<file path="src/hw/rtl/ddmf_pkg.sv">
// ddmf_pkg: shared widths, defaults and register codes of the dust density median filter
// no dependencies; used by the interfaces, the top level and its checker

package ddmf_pkg;

  localparam int unsigned SAMPLE_W   = 10;
  localparam int unsigned SCALE_W    = 11;
  localparam int unsigned OFFSET_W   = 10;
  localparam int unsigned DENSITY_W  = 18;
  localparam int unsigned CFG_IDX_W  = 8;
  localparam int unsigned CFG_DATA_W = 11;

  localparam int unsigned SAMPLES_PER_READING_DEF = 8;
  localparam int unsigned WINDOW_SIZE_DEF         = 8;
  localparam int unsigned ADC_FULL_SCALE_DEF      = 1024;

  localparam logic [SCALE_W-1:0]  SCALE_RESET  = 11'd1000;
  localparam logic [OFFSET_W-1:0] OFFSET_RESET = 10'd130;

  // hundredths of ug/m3 per ug/m3
  localparam int unsigned CENTI = 100;

  typedef enum logic [CFG_IDX_W-1:0] {
    REG_DENSITY_SCALE    = 8'd0,
    REG_ZERO_DUST_OFFSET = 8'd1
  } cfg_reg_e;

endpackage

</file>
<file path="src/hw/rtl/ddmf_if.sv">
// ddmf channel interfaces: sample, result and register write channels
// depends on ddmf_pkg for payload widths

interface ddmf_sample_if;
  logic                              valid;
  logic                              ready;
  logic [ddmf_pkg::SAMPLE_W-1:0]     adc_sample;
  modport source (output valid, output adc_sample, input ready);
  modport sink   (input valid, input adc_sample, output ready);
endinterface

interface ddmf_result_if;
  logic                              valid;
  logic                              ready;
  logic [ddmf_pkg::DENSITY_W-1:0]    density_centi;
  modport source (output valid, output density_centi, input ready);
  modport sink   (input valid, input density_centi, output ready);
endinterface

interface ddmf_cfg_if;
  logic                              valid;
  logic                              ready;
  logic [ddmf_pkg::CFG_IDX_W-1:0]    reg_index;
  logic [ddmf_pkg::CFG_DATA_W-1:0]   wdata;
  modport source (output valid, output reg_index, output wdata, input ready);
  modport sink   (input valid, input reg_index, input wdata, output ready);
endinterface

</file>
<file path="src/hw/rtl/dust_density_median_filter.sv">
// dust_density_median_filter: group sum, density scaling, windowed median, centi rounding
// depends on ddmf_pkg and the channel interfaces in ddmf_if.sv
// flow: a sample word is taken each cycle until a group ends; the last word of a group
//   gives its result after the rank scan of the window memory and the reciprocal multiply
//   in 16-bit steps; no samples are taken meanwhile
// reset: scale and offset registers return to defaults, window is empty; the window memory is not cleared

module dust_density_median_filter #(
  parameter int unsigned SAMPLES_PER_READING = ddmf_pkg::SAMPLES_PER_READING_DEF,
  parameter int unsigned WINDOW_SIZE         = ddmf_pkg::WINDOW_SIZE_DEF,
  parameter int unsigned ADC_FULL_SCALE      = ddmf_pkg::ADC_FULL_SCALE_DEF
) (
  input  logic                clk_i,
  input  logic                rst_ni,
  ddmf_cfg_if.sink            cfg_i,
  ddmf_sample_if.sink         sample_i,
  ddmf_result_if.source       result_o
);

  localparam longint unsigned SUM_MAX =
    longint'(SAMPLES_PER_READING) * ((longint'(1) << ddmf_pkg::SAMPLE_W) - 1);
  localparam int unsigned SUM_W = $clog2(SUM_MAX + 1);
  localparam int unsigned CNT_SPR_W = $clog2(SAMPLES_PER_READING + 1);
  localparam int unsigned RAW_W = SUM_W + ddmf_pkg::SCALE_W;
  localparam longint unsigned RAW_MAX =
    SUM_MAX * ((longint'(1) << ddmf_pkg::SCALE_W) - 1);
  localparam longint unsigned DENOM =
    longint'(ADC_FULL_SCALE) * longint'(SAMPLES_PER_READING);
  localparam int unsigned SUB_W =
    $clog2(((longint'(1) << ddmf_pkg::OFFSET_W) - 1) * DENOM + 1);
  localparam int unsigned CMP_W = (RAW_W > SUB_W) ? RAW_W : SUB_W;
  localparam int unsigned S_W = RAW_W + 1;
  localparam longint unsigned NUM_MAX = 2 * RAW_MAX * ddmf_pkg::CENTI + DENOM;
  localparam int unsigned NUM_W = $clog2(NUM_MAX + 1);
  localparam longint unsigned DIVISOR = 2 * DENOM;
  localparam int unsigned DIV_W = $clog2(DIVISOR + 1);
  // quotient by multiplying with a rounded-up reciprocal, exact for every numerator
  localparam int unsigned DIV_SH = NUM_W + DIV_W;
  localparam longint unsigned RECIP = ((longint'(1) << DIV_SH) + DIVISOR - 1) / DIVISOR;
  localparam int unsigned RCP_W = $clog2(RECIP + 1);
  localparam int unsigned CHUNK_W = 16;
  localparam int unsigned N_CHUNK = (RCP_W + CHUNK_W - 1) / CHUNK_W;
  localparam int unsigned RCP_PAD_W = N_CHUNK * CHUNK_W;
  localparam int unsigned ACC_W = NUM_W + RCP_PAD_W;
  localparam int unsigned PART_W = NUM_W + CHUNK_W;
  localparam int unsigned DC_W = (N_CHUNK > 1) ? $clog2(N_CHUNK) : 1;
  localparam int unsigned IDX_W = (WINDOW_SIZE > 1) ? $clog2(WINDOW_SIZE) : 1;
  localparam int unsigned CNT_W = $clog2(WINDOW_SIZE + 1);

  typedef enum logic [8:0] {
    ST_IDLE  = 9'b000000001,
    ST_MUL   = 9'b000000010,
    ST_WRITE = 9'b000000100,
    ST_SCAN  = 9'b000001000,
    ST_LAST  = 9'b000010000,
    ST_PICK  = 9'b000100000,
    ST_SUM   = 9'b001000000,
    ST_DIV   = 9'b010000000,
    ST_DONE  = 9'b100000000
  } state_e;

  state_e state_q, state_d;

  logic [ddmf_pkg::SCALE_W-1:0]  scale_q;
  logic [ddmf_pkg::OFFSET_W-1:0] offset_q;

  logic [SUM_W-1:0]     sum_q, sum_d;
  logic [CNT_SPR_W-1:0] cnt_q, cnt_d;
  logic [RAW_W-1:0]     prod_q, prod_d;
  logic [SUB_W-1:0]     sub_q, sub_d;
  logic [IDX_W-1:0]     wp_q, wp_d;
  logic                 full_q, full_d;
  logic [IDX_W-1:0]     nm1_q, nm1_d;
  logic [CNT_W-1:0]     klo_q, klo_d, khi_q, khi_d;
  logic [IDX_W-1:0]     i_q, i_d, j_q, j_d;
  logic                 cmp_vld_q, cmp_vld_d;
  logic [CNT_W-1:0]     lt_q, lt_d, le_q, le_d;
  logic [RAW_W-1:0]     lo_q, lo_d, hi_q, hi_d;
  logic [NUM_W-1:0]     num_q, num_d;
  logic [ACC_W-1:0]     acc_q, acc_d;
  logic [RCP_PAD_W-1:0] rcp_q, rcp_d;
  logic [DC_W-1:0]      dc_q, dc_d;
  logic                 res_vld_q, res_vld_d;
  logic [ddmf_pkg::DENSITY_W-1:0] res_q, res_d;

  logic [RAW_W-1:0] win_mem [WINDOW_SIZE];
  logic [RAW_W-1:0] cand_q, rdb_q;
  logic             mem_we;
  logic [RAW_W-1:0] raw;
  logic [CMP_W-1:0] prod_x, sub_x;
  logic [S_W-1:0]   sum_s;
  logic [PART_W-1:0] part;

  // register writes
  assign cfg_i.ready = 1'b1;

  always_ff @(posedge clk_i or negedge rst_ni) begin
    if (!rst_ni) begin
      scale_q  <= ddmf_pkg::SCALE_RESET;
      offset_q <= ddmf_pkg::OFFSET_RESET;
    end else if (cfg_i.valid) begin
      unique case (ddmf_pkg::cfg_reg_e'(cfg_i.reg_index))
        ddmf_pkg::REG_DENSITY_SCALE: begin
          scale_q <= cfg_i.wdata[ddmf_pkg::SCALE_W-1:0];
        end
        ddmf_pkg::REG_ZERO_DUST_OFFSET: begin
          offset_q <= cfg_i.wdata[ddmf_pkg::OFFSET_W-1:0];
        end
        default: ;
      endcase
    end
  end

  // window memory, two registered read ports
  always_ff @(posedge clk_i) begin
    if (mem_we) begin
      win_mem[wp_q] <= raw;
    end
    cand_q <= win_mem[i_q];
    rdb_q  <= win_mem[j_q];
  end

  assign prod_x = CMP_W'(prod_q);
  assign sub_x  = CMP_W'(sub_q);
  assign raw    = (prod_x > sub_x) ? RAW_W'(prod_x - sub_x) : '0;
  assign sum_s  = S_W'(lo_q) + S_W'(hi_q);
  assign part   = PART_W'(num_q) * PART_W'(rcp_q[RCP_PAD_W-1 -: CHUNK_W]);

  assign sample_i.ready         = (state_q == ST_IDLE);
  assign result_o.valid         = res_vld_q;
  assign result_o.density_centi = res_q;

  always_comb begin
    state_d   = state_q;
    sum_d     = sum_q;
    cnt_d     = cnt_q;
    prod_d    = prod_q;
    sub_d     = sub_q;
    wp_d      = wp_q;
    full_d    = full_q;
    nm1_d     = nm1_q;
    klo_d     = klo_q;
    khi_d     = khi_q;
    i_d       = i_q;
    j_d       = j_q;
    cmp_vld_d = 1'b0;
    lt_d      = lt_q;
    le_d      = le_q;
    lo_d      = lo_q;
    hi_d      = hi_q;
    num_d     = num_q;
    acc_d     = acc_q;
    rcp_d     = rcp_q;
    dc_d      = dc_q;
    res_d     = res_q;
    res_vld_d = res_vld_q & ~result_o.ready;
    mem_we    = 1'b0;

    if (cmp_vld_q) begin
      lt_d = lt_q + CNT_W'(rdb_q < cand_q);
      le_d = le_q + CNT_W'(rdb_q <= cand_q);
    end

    unique case (state_q)
      ST_IDLE: begin
        if (sample_i.valid) begin
          sum_d = sum_q + SUM_W'(sample_i.adc_sample);
          if (cnt_q == CNT_SPR_W'(SAMPLES_PER_READING - 1)) begin
            cnt_d   = '0;
            state_d = ST_MUL;
          end else begin
            cnt_d = cnt_q + CNT_SPR_W'(1);
          end
        end
      end
      ST_MUL: begin
        prod_d  = RAW_W'(sum_q) * RAW_W'(scale_q);
        sub_d   = SUB_W'(offset_q) * SUB_W'(DENOM);
        sum_d   = '0;
        state_d = ST_WRITE;
      end
      ST_WRITE: begin
        mem_we = 1'b1;
        if (wp_q == IDX_W'(WINDOW_SIZE - 1)) begin
          wp_d   = '0;
          full_d = 1'b1;
        end else begin
          wp_d = wp_q + IDX_W'(1);
        end
        nm1_d   = (full_d) ? IDX_W'(WINDOW_SIZE - 1) : wp_q;
        klo_d   = CNT_W'(nm1_d) >> 1;
        khi_d   = (CNT_W'(nm1_d) + CNT_W'(1)) >> 1;
        i_d     = '0;
        j_d     = '0;
        lt_d    = '0;
        le_d    = '0;
        state_d = ST_SCAN;
      end
      ST_SCAN: begin
        cmp_vld_d = 1'b1;
        if (j_q == nm1_q) begin
          state_d = ST_LAST;
        end else begin
          j_d = j_q + IDX_W'(1);
        end
      end
      ST_LAST: begin
        state_d = ST_PICK;
      end
      ST_PICK: begin
        if (lt_q <= klo_q && klo_q < le_q) begin
          lo_d = cand_q;
        end
        if (lt_q <= khi_q && khi_q < le_q) begin
          hi_d = cand_q;
        end
        lt_d = '0;
        le_d = '0;
        j_d  = '0;
        if (i_q == nm1_q) begin
          state_d = ST_SUM;
        end else begin
          i_d     = i_q + IDX_W'(1);
          state_d = ST_SCAN;
        end
      end
      ST_SUM: begin
        num_d   = NUM_W'(sum_s) * NUM_W'(ddmf_pkg::CENTI) + NUM_W'(DENOM);
        acc_d   = '0;
        rcp_d   = RCP_PAD_W'(RECIP);
        dc_d    = '0;
        state_d = ST_DIV;
      end
      ST_DIV: begin
        // reciprocal taken 16 bits at a time, top part first
        acc_d = (acc_q << CHUNK_W) + ACC_W'(part);
        rcp_d = rcp_q << CHUNK_W;
        dc_d  = dc_q + DC_W'(1);
        if (dc_q == DC_W'(N_CHUNK - 1)) begin
          state_d = ST_DONE;
        end
      end
      ST_DONE: begin
        if (!res_vld_q || result_o.ready) begin
          res_d     = ddmf_pkg::DENSITY_W'(acc_q >> DIV_SH);
          res_vld_d = 1'b1;
          state_d   = ST_IDLE;
        end
      end
      default: begin
        state_d = ST_IDLE;
      end
    endcase
  end

  always_ff @(posedge clk_i or negedge rst_ni) begin
    if (!rst_ni) begin
      state_q   <= ST_IDLE;
      sum_q     <= '0;
      cnt_q     <= '0;
      wp_q      <= '0;
      full_q    <= 1'b0;
      cmp_vld_q <= 1'b0;
      res_vld_q <= 1'b0;
    end else begin
      state_q   <= state_d;
      sum_q     <= sum_d;
      cnt_q     <= cnt_d;
      wp_q      <= wp_d;
      full_q    <= full_d;
      cmp_vld_q <= cmp_vld_d;
      res_vld_q <= res_vld_d;
    end
  end

  always_ff @(posedge clk_i) begin
    prod_q <= prod_d;
    sub_q  <= sub_d;
    nm1_q  <= nm1_d;
    klo_q  <= klo_d;
    khi_q  <= khi_d;
    i_q    <= i_d;
    j_q    <= j_d;
    lt_q   <= lt_d;
    le_q   <= le_d;
    lo_q   <= lo_d;
    hi_q   <= hi_d;
    num_q  <= num_d;
    acc_q  <= acc_d;
    rcp_q  <= rcp_d;
    dc_q   <= dc_d;
    res_q  <= res_d;
  end

endmodule

</file>
<file path="src/flat_wrapper.sv">
// flat-port wrapper written by rule: the top's interface ports become plain ports
module dust_density_median_filter_flat 
#(
  parameter int unsigned SAMPLES_PER_READING = ddmf_pkg::SAMPLES_PER_READING_DEF,
  parameter int unsigned WINDOW_SIZE         = ddmf_pkg::WINDOW_SIZE_DEF,
  parameter int unsigned ADC_FULL_SCALE      = ddmf_pkg::ADC_FULL_SCALE_DEF
)
  (clk_i, rst_ni, cfg_i_valid, cfg_i_reg_index, cfg_i_wdata, cfg_i_ready, sample_i_valid, sample_i_adc_sample, sample_i_ready, result_o_valid, result_o_density_centi, result_o_ready);
  ddmf_cfg_if cfg_i_i ();
  ddmf_sample_if sample_i_i ();
  ddmf_result_if result_o_i ();
  input  logic clk_i;
  input  logic rst_ni;
  input wire logic [$bits(cfg_i_i.valid)-1:0] cfg_i_valid;
  input wire logic [$bits(cfg_i_i.reg_index)-1:0] cfg_i_reg_index;
  input wire logic [$bits(cfg_i_i.wdata)-1:0] cfg_i_wdata;
  output wire logic [$bits(cfg_i_i.ready)-1:0] cfg_i_ready;
  input wire logic [$bits(sample_i_i.valid)-1:0] sample_i_valid;
  input wire logic [$bits(sample_i_i.adc_sample)-1:0] sample_i_adc_sample;
  output wire logic [$bits(sample_i_i.ready)-1:0] sample_i_ready;
  output wire logic [$bits(result_o_i.valid)-1:0] result_o_valid;
  output wire logic [$bits(result_o_i.density_centi)-1:0] result_o_density_centi;
  input wire logic [$bits(result_o_i.ready)-1:0] result_o_ready;
  assign cfg_i_i.valid = cfg_i_valid;
  assign cfg_i_i.reg_index = cfg_i_reg_index;
  assign cfg_i_i.wdata = cfg_i_wdata;
  assign cfg_i_ready = cfg_i_i.ready;
  assign sample_i_i.valid = sample_i_valid;
  assign sample_i_i.adc_sample = sample_i_adc_sample;
  assign sample_i_ready = sample_i_i.ready;
  assign result_o_valid = result_o_i.valid;
  assign result_o_density_centi = result_o_i.density_centi;
  assign result_o_i.ready = result_o_ready;
  dust_density_median_filter #(.SAMPLES_PER_READING(SAMPLES_PER_READING), .WINDOW_SIZE(WINDOW_SIZE), .ADC_FULL_SCALE(ADC_FULL_SCALE)) u_core (.clk_i(clk_i), .rst_ni(rst_ni), .cfg_i(cfg_i_i), .sample_i(sample_i_i), .result_o(result_o_i));
endmodule
</file>
<file path="config.mk">
export PLATFORM = sky130hd
export DESIGN_NAME = dust_density_median_filter_flat
export DESIGN_NICKNAME = d
export VERILOG_FILES = /design/src/hw/rtl/ddmf_pkg.sv /design/src/hw/rtl/ddmf_if.sv /design/src/hw/rtl/dust_density_median_filter.sv /design/src/flat_wrapper.sv
export SDC_FILE = /design/constraint.sdc
export NUM_CORES = 1
export LEC_CHECK = 0
export ABC_AREA = 0
export BUFFER_PORTS_ARGS = -buffer_cell sky130_fd_sc_hd__buf_2
export CORE_MARGIN = 4
export CORE_UTILIZATION = 26
export CTS_BUF_LIST = sky130_fd_sc_hd__clkbuf_8
export DETAILED_ROUTE_END_ITERATION = 8
export PLACE_DENSITY = 0.37
export SYNTH_ARGS = -nofsm -noshare
export SYNTH_HDL_FRONTEND = slang
export SYNTH_SLANG_ARGS = --single-unit
</file>
<file path="constraint.sdc">
create_clock -name clk_i -period 15.55 [get_ports clk_i]
set_input_delay 2.3325 -clock clk_i [delete_from_list [all_inputs] [get_ports clk_i]]
set_output_delay 2.3325 -clock clk_i [all_outputs]
set_load 0.005 [all_outputs]
</file>
Word-level counts from Yosys, hierarchy flattened
Memory sizes are Yosys's and may differ from the RTL's. A register that Yosys moved wholly into a read port is not among the register bits.
Cells that the tools add are included.
{ "word_totals": {"ff_bits": 322, "ramBits": 192, "out_inout_bits": 21, "wordCells": 121, "mem_count": 1} }
{ "mem_list": {"columns": ["memory", "words", "width", "rd", "rd_clocked_by_memory_dff", "wr", "line_no", "source"], "rows": [
  ["u_core.win_mem", 8, 24, 2, 2, 1, "dust_density_median_filter.sv:86", "logic [RAW_W-1:0] win_mem [WINDOW_SIZE];"]
]} }
{ "op_classes": {"n_addsub": 13, "mul": 3, "magnitude_cmp": 7, "n_eq_ne": 22, "muxes": 28, "bitwise": 2, "reduce_logical": 20} }
{ "op_table": {"columns": ["cell", "count"], "rows": [
  ["$pmux 65 s2", 1],
  ["$pmux 48 s2", 1],
  ["$pmux 9 s9", 1],
  ["$add 65x48->65", 1],
  ["$mul 32x16->48", 1],
  ["$mux 9", 5],
  ["$add 32x14->32 const B", 1],
  ["$mul 25x5->30 const B", 1],
  ["$pmux 13 s2", 1],
  ["$add 24x24->25", 1],
  ["$gt 24x23->1", 1],
  ["$le 24x24->1", 1],
  ["$lt 24x24->1", 1],
  ["$mul 13x11->24", 1],
  ["$mux 24", 1],
  ["$sub 24x23->24", 1],
  ["$reduce_and 2->1", 9],
  ["$add 13x10->13", 1],
  ["$mux 13", 1],
  ["$mux 3", 4],
  ["$pmux 3 s2", 2],
  ["$add 3x1->3 const B", 3],
  ["$eq 9x1->1 const B", 1],
  ["$eq 9x2->1 const B", 1],
  ["35 further kinds", 53]
]} }

Logic depth before layout (Yosys ltp)
{ "logic_depth": {"ltp_word": 5, "mapped_depth": 30, "depth_no_buf": 29} }

Worst setup path before layout
Ideal clock, no wire load.
{ "synth_path": {"kind": "flip-flop to flip-flop", "start": "register u_core.hi_q[0]", "end": "register u_core.num_q[31] (data pin)", "setup_ps": 260, "arrival_ps": 5801, "t_required_ps": 15290, "slack_ps": 9489, "stages_incl_launch_ff": 28, "path_buffers": 1, "period_less_slack_ps": 6061, "cell_sequence": "edfxtp_1 > ha_1 > inv_1 > fa_1 > nor2b_1 > o21ai_0 > a21boi_1 > o21ai_1 > a211oi_1 > o31ai_1 > o31ai_1 > xor2_1 > ha_1 > ha_1 > inv_1 > fa_1 > inv_1 > ha_1 > clkbuf_1 > a21oi_1 > o21ai_0 > or2_2 > o21ai_0 > xor2_1 > nand4b_1 > or3_4 > nor3_2 > xnor2_1"} }
{ "synth_via": {"elab_chain_cells": 3} }
{ "synth_lines": {"columns": ["element", "line_no", "source"], "rows": [
  ["start, declared", "dust_density_median_filter.sv:78", "logic [RAW_W-1:0] lo_q, lo_d, hi_q, hi_d;"],
  ["start signal, assigned", "dust_density_median_filter.sv:287", "hi_q <= hi_d;"],
  ["$add 24x24->25", "dust_density_median_filter.sv:126", "assign sum_s = S_W'(lo_q) + S_W'(hi_q);"],
  ["$mul 25x5->30", "dust_density_median_filter.sv:228", "num_d = NUM_W'(sum_s) * NUM_W'(ddmf_pkg::CENTI) + NUM_W'(DENOM);"],
  ["$add 32x14->32", "dust_density_median_filter.sv:228", null],
  ["end signal, assigned", "dust_density_median_filter.sv:288", "num_q <= num_d;"],
  ["end, declared", "dust_density_median_filter.sv:79", "logic [NUM_W-1:0] num_q, num_d;"]
]} }
No other way between the ends.
A chain may end at the register's enable or synchronous reset.

Worst setup path after layout
Same ends and word-level chain as after synthesis.

==> results.rst <==
.. list-table::
   :header-rows: 1

   * - Metric
     - Value
   * - Pwr per Cell Area
     - about 90 nW/um^2
   * - Capturing element type of the critical path
     - register
   * - Result of the run
     - completed
   * - Final instance area
     - 35000 sq um
   * - Proportion of netlist area held by the largest area contributor
     - 38.6%
   * - Most frequently used cell type in the post-synthesis netlist
     - sky130_fd_sc_hd__edfxtp_1
   * - Min-Delay Path Depth
     - 0
   * - Mapped cell area
     - ~31000 sq um
   * - Max cap viols
     - 0
   * - H-tree level count
     - 3
   * - Class of the worst hold path
     - reg2reg
   * - Final setup fails
     - 0
   * - Path depth of the worst reg2reg path
     - 26
   * - Placed instance count
     - 4027
   * - Post-detailed-route wirelength per cell
     - roughly 18 um
   * - Levels on crit path
     - 26
   * - Maximum number of pins on one net before global-route repair
     - 66
   * - Share of the clock period used by the worst path after layout
     - between 40 and 50%
   * - Maximum vdd drop
     - 0.0504 mV
   * - Combinational group share of total power
     - a little over a tenth
   * - Via-to-Cell Ratio
     - around 4.5
   * - Fin Hold WS
     - between 0.4 and 0.5 ns
   * - Startpoint type of the worst setup path
     - register
   * - Number of buffer cells added on primary ports
     - 53
   * - Number of global-route vias before repair
     - slightly above 20000
   * - Number of sinks driven by the clock tree
     - between 500 and 600
   * - CP arrival
     - around 7.3 ns
   * - Critical Path End
     - u_core.num_q[31]
   * - Top post-synthesis cells by count
     - sky130_fd_sc_hd__edfxtp_1 (399), sky130_fd_sc_hd__ha_1 (271), sky130_fd_sc_hd__inv_1 (266)
   * - Number of enable-type register cells in the synthesized netlist
     - about 400
   * - Layout area overhead
     - 12.7%
   * - Cell count after synthesis
     - between 2000 and 3000
   * - Number of antenna violations at the first check in global routing
     - 3
   * - Crit Path Max Fanout
     - 8
   * - Reg-to-reg critical path startpoint
     - u_core.hi_q[0]
   * - Fraction of layout instances using a drive strength above 1
     - between 10% and 20%
   * - Critical R2R Capture
     - u_core.num_q[31]
   * - FF/Latch Area
     - between 10000 and 15000 sq um
   * - Post-CTS setup buffer count
     - 0
   * - GR Overflow Total
     - 0
   * - Static Leak
     - roughly 15 nW
   * - Max frequency
     - between 0.1 and 0.15 GHz
   * - Total Wirelength
     - roughly 75 mm
   * - Delay-heaviest family, CP
     - compound AO/OA/AOI/OAI gates
   * - CTS buffer count
     - 92
   * - Syn Nets
     - approximately 2900
   * - Largest stage delay on the critical path
     - around 0.65 ns
   * - Clock group share of total power
     - approximately 40%
   * - Unrepaired setup endpoints after global routing
     - no
   * - Die area
     - roughly 120000 sq um
   * - Worst slew margin relative to its limit
     - between 10% and 20%
   * - I/O pin total
     - 55
   * - Average footprint of a synthesized cell
     - 12.4 sq um
   * - Part of the total power dissipated in sequential elements
     - 49.6%
   * - Count of synthesis-stage warnings from yosys
     - 0
   * - Footprint of the multi-input gates
     - approximately 15000 sq um
   * - Net switching share of the total power
     - 27.3%
   * - DPL Wire Length
     - roughly 52 mm
   * - Number of iterations in the first detailed-routing pass
     - 5
   * - First-pass GRT wire length
     - approximately 120 mm
   * - Post-layout instance count excluding filler cells
     - between 4000 and 5000
   * - Post-route worst setup slack
     - 8.66 ns
   * - Hold buffer count at cts
     - 0
   * - DP Worst Slack
     - ~8.6 ns
   * - Period minus WS final
     - 6.89 ns
   * - Post-CTS clock slew at the launch and capture registers of the worst setup and hold paths
     - approximately 0.070 ns
   * - Clock skew after layout
     - 0.0395 ns
   * - Count of unique library cells instantiated by Yosys
     - 80
   * - Actual slew at the worst max-slew pin
     - 1.25 ns
   * - Core Region
     - 118000 sq um
   * - Total negative slack for setup checks
     - 0 ns
   * - Standard-cell rows
     - between 100 and 150
   * - Combined buffer and inverter count along the critical path
     - 3
   * - Routability cong.
     - 0.756
   * - Remaining antenna violation count
     - 0
   * - TritonCTS clock tree
     - built
   * - Total number of vias
     - approximately 19000
   * - Number of DRC markers in iteration 0
     - 856
   * - Clock latency on the worst-skew pair
     - about 0.7 ns
   * - Most used cell along the critical path
     - sky130_fd_sc_hd__ha_1
   * - Count of instances resized after the clock tree is built
     - 0
   * - Clk root buf
     - sky130_fd_sc_hd__clkbuf_8
   * - Initial core utilization
     - a little over a quarter
   * - Die height
     - about 350 um
   * - Number of filler cells placed in the layout
     - between 10000 and 15000
   * - Net switching power figure
     - approximately 0.89 mW
   * - Worst setup path startpoint
     - u_core.hi_q[0]
   * - Global-route total usage across every layer
     - about an eighth
   * - CP required
     - approximately 16 ns
   * - Final Max Slew Viols
     - 0
   * - Library cell contributing the largest single delay on the critical path
     - sky130_fd_sc_hd__o31ai_1
   * - Final nets
     - approximately 3000
   * - Placed Area
     - roughly 33000 sq um
   * - Share of synthesized area occupied by flip-flops and latches
     - about 47%
   * - Crit Path Category
     - reg2reg
   * - Hold Fails Final Rpt
     - 0
   * - Floorplan die width
     - ~350 um
   * - Cell taking the most area after synthesis
     - sky130_fd_sc_hd__edfxtp_1
   * - Dominant cells by area after synthesis
     - sky130_fd_sc_hd__edfxtp_1 (39%), sky130_fd_sc_hd__ha_1 (11%), sky130_fd_sc_hd__fa_1 (7.9%)
   * - # DRC
     - 0
   * - Internal power of the cells
     - approximately 2.4 mW
   * - Flop-to-flop setup slack
     - slightly below 9 ns
   * - Primary FF master, synth
     - sky130_fd_sc_hd__edfxtp_1
   * - Synthesized flop and latch total
     - just over 500
   * - Largest buffer count on any clock path
     - 3
   * - Proportion of synthesized flip-flops having asynchronous set or reset
     - between 10% and 20%
[worst min-delay path by stage]
stage,end,slack [ns],startpoint
after floorplan,u_core.result_o.density_centi[10],0.40,u_core.acc_q[57]
after global placement,u_core.result_o.density_centi[2],0.40,u_core.acc_q[49]
after detailed placement,u_core.result_o.density_centi[15],0.41,u_core.acc_q[62]
after CTS,u_core.result_o.density_centi[13],0.42,u_core.acc_q[60]
after global routing,u_core.result_o.density_centi[7],0.43,u_core.acc_q[54]
final,u_core.result_o.density_centi[2],0.42,u_core.acc_q[49]
[power groups by stage]
stage               clock (mW)  sequential, mW  combinational [mW]
floorplan                    0            1.55               0.296
global placement             0            1.64               0.341
finish                    1.30            1.61               0.339
detailed placement           0            1.64               0.345
CTS                       1.36            1.61               0.349
global route              1.41            1.62               0.394
[layout by cell type (no fill, tap or decap), types with 8 or more instances in the layout]
cell type	instances
sky130_fd_sc_hd__a21oi_1	82
sky130_fd_sc_hd__mux4_2	96
sky130_fd_sc_hd__o21ai_0	64
sky130_fd_sc_hd__mux2_2	71
sky130_fd_sc_hd__nor2b_1	31
sky130_fd_sc_hd__buf_4	20
sky130_fd_sc_hd__nor2_1	138
sky130_fd_sc_hd__and3_1	34
sky130_fd_sc_hd__or3_1	13
sky130_fd_sc_hd__and2_1	83
sky130_fd_sc_hd__dfrtp_1	44
sky130_fd_sc_hd__xnor2_1	86
sky130_fd_sc_hd__nor2_2	8
sky130_fd_sc_hd__xor2_1	73
sky130_fd_sc_hd__nand4_1	28
sky130_fd_sc_hd__o21bai_1	8
sky130_fd_sc_hd__buf_2	53
sky130_fd_sc_hd__ha_1	271
sky130_fd_sc_hd__a21o_1	56
sky130_fd_sc_hd__fa_1	122
sky130_fd_sc_hd__nor3_1	22
sky130_fd_sc_hd__clkinv_2	8
sky130_fd_sc_hd__o31ai_1	9
sky130_fd_sc_hd__nor4_1	10
sky130_fd_sc_hd__inv_1	302
sky130_fd_sc_hd__nand3_1	38
sky130_fd_sc_hd__nand2_1	167
sky130_fd_sc_hd__dfstp_2	9
sky130_fd_sc_hd__edfxtp_1	399
sky130_fd_sc_hd__o21a_1	11
sky130_fd_sc_hd__nand2b_1	20
sky130_fd_sc_hd__clkbuf_8	111
sky130_fd_sc_hd__dfxtp_1	56
[cell families after synthesis]
kind of cell	synth area share [%]
compound gates	5.92
xor+xnor	4.49
fa+ha+maj	18.8
buf+inv	4.32
flops	46.5
mux	9.70
other cells	0.0121
simple gates	10.3
[per-layer routing]
metal	vias to the layer above	track usage, %	part of all wire (%)
met2	291	21.8	51
met3	118	1.78	3.0
li1	9066	-	-
met4	0	3.99	3.0
met5	-	0	0
met1	9533	14.9	43
[layout make-up]
class                      instances  share of cell area, %
sequential                       508                   41.3
antenna                            2                 0.0143
timing repair buffer              73                   1.19
inverter                         266                   2.85
tap                             1536                   5.49
clock buffer                     111                   4.37
clock inverter                    57                   1.04
multi-input combinational       1644                   43.8
[flip-flops by register name (all words and copies together) (netlist names), 4 cells and up]
register and cells:
u_core.win_mem 192, u_core.acc_q 62, u_core.num_q 30, u_core.cand_q 24, u_core.hi_q 24, u_core.lo_q 24, u_core.prod_q 24, u_core.rdb_q 24
u_core.result_o.density_centi 18, u_core.sum_q 13, u_core.scale_q 11, u_core.offset_q 10, u_core.sub_q 10, u_core.state_q 9, u_core.cnt_q 4, u_core.le_q 4
u_core.lt_q 4
[metrics by stage]
| step | total power, mW | utilization [%] |
|---|---|---|
| detailed placement | 1.98 | 28.0 |
| finish | 3.24 | 29.6 |
| global placement | 1.98 | 28.0 |
| global route | 3.43 | 29.6 |
| floorplan | 1.85 | - |
| CTS | 3.32 | 29.6 |
Note: power is estimated with default switching activity, not from simulation.
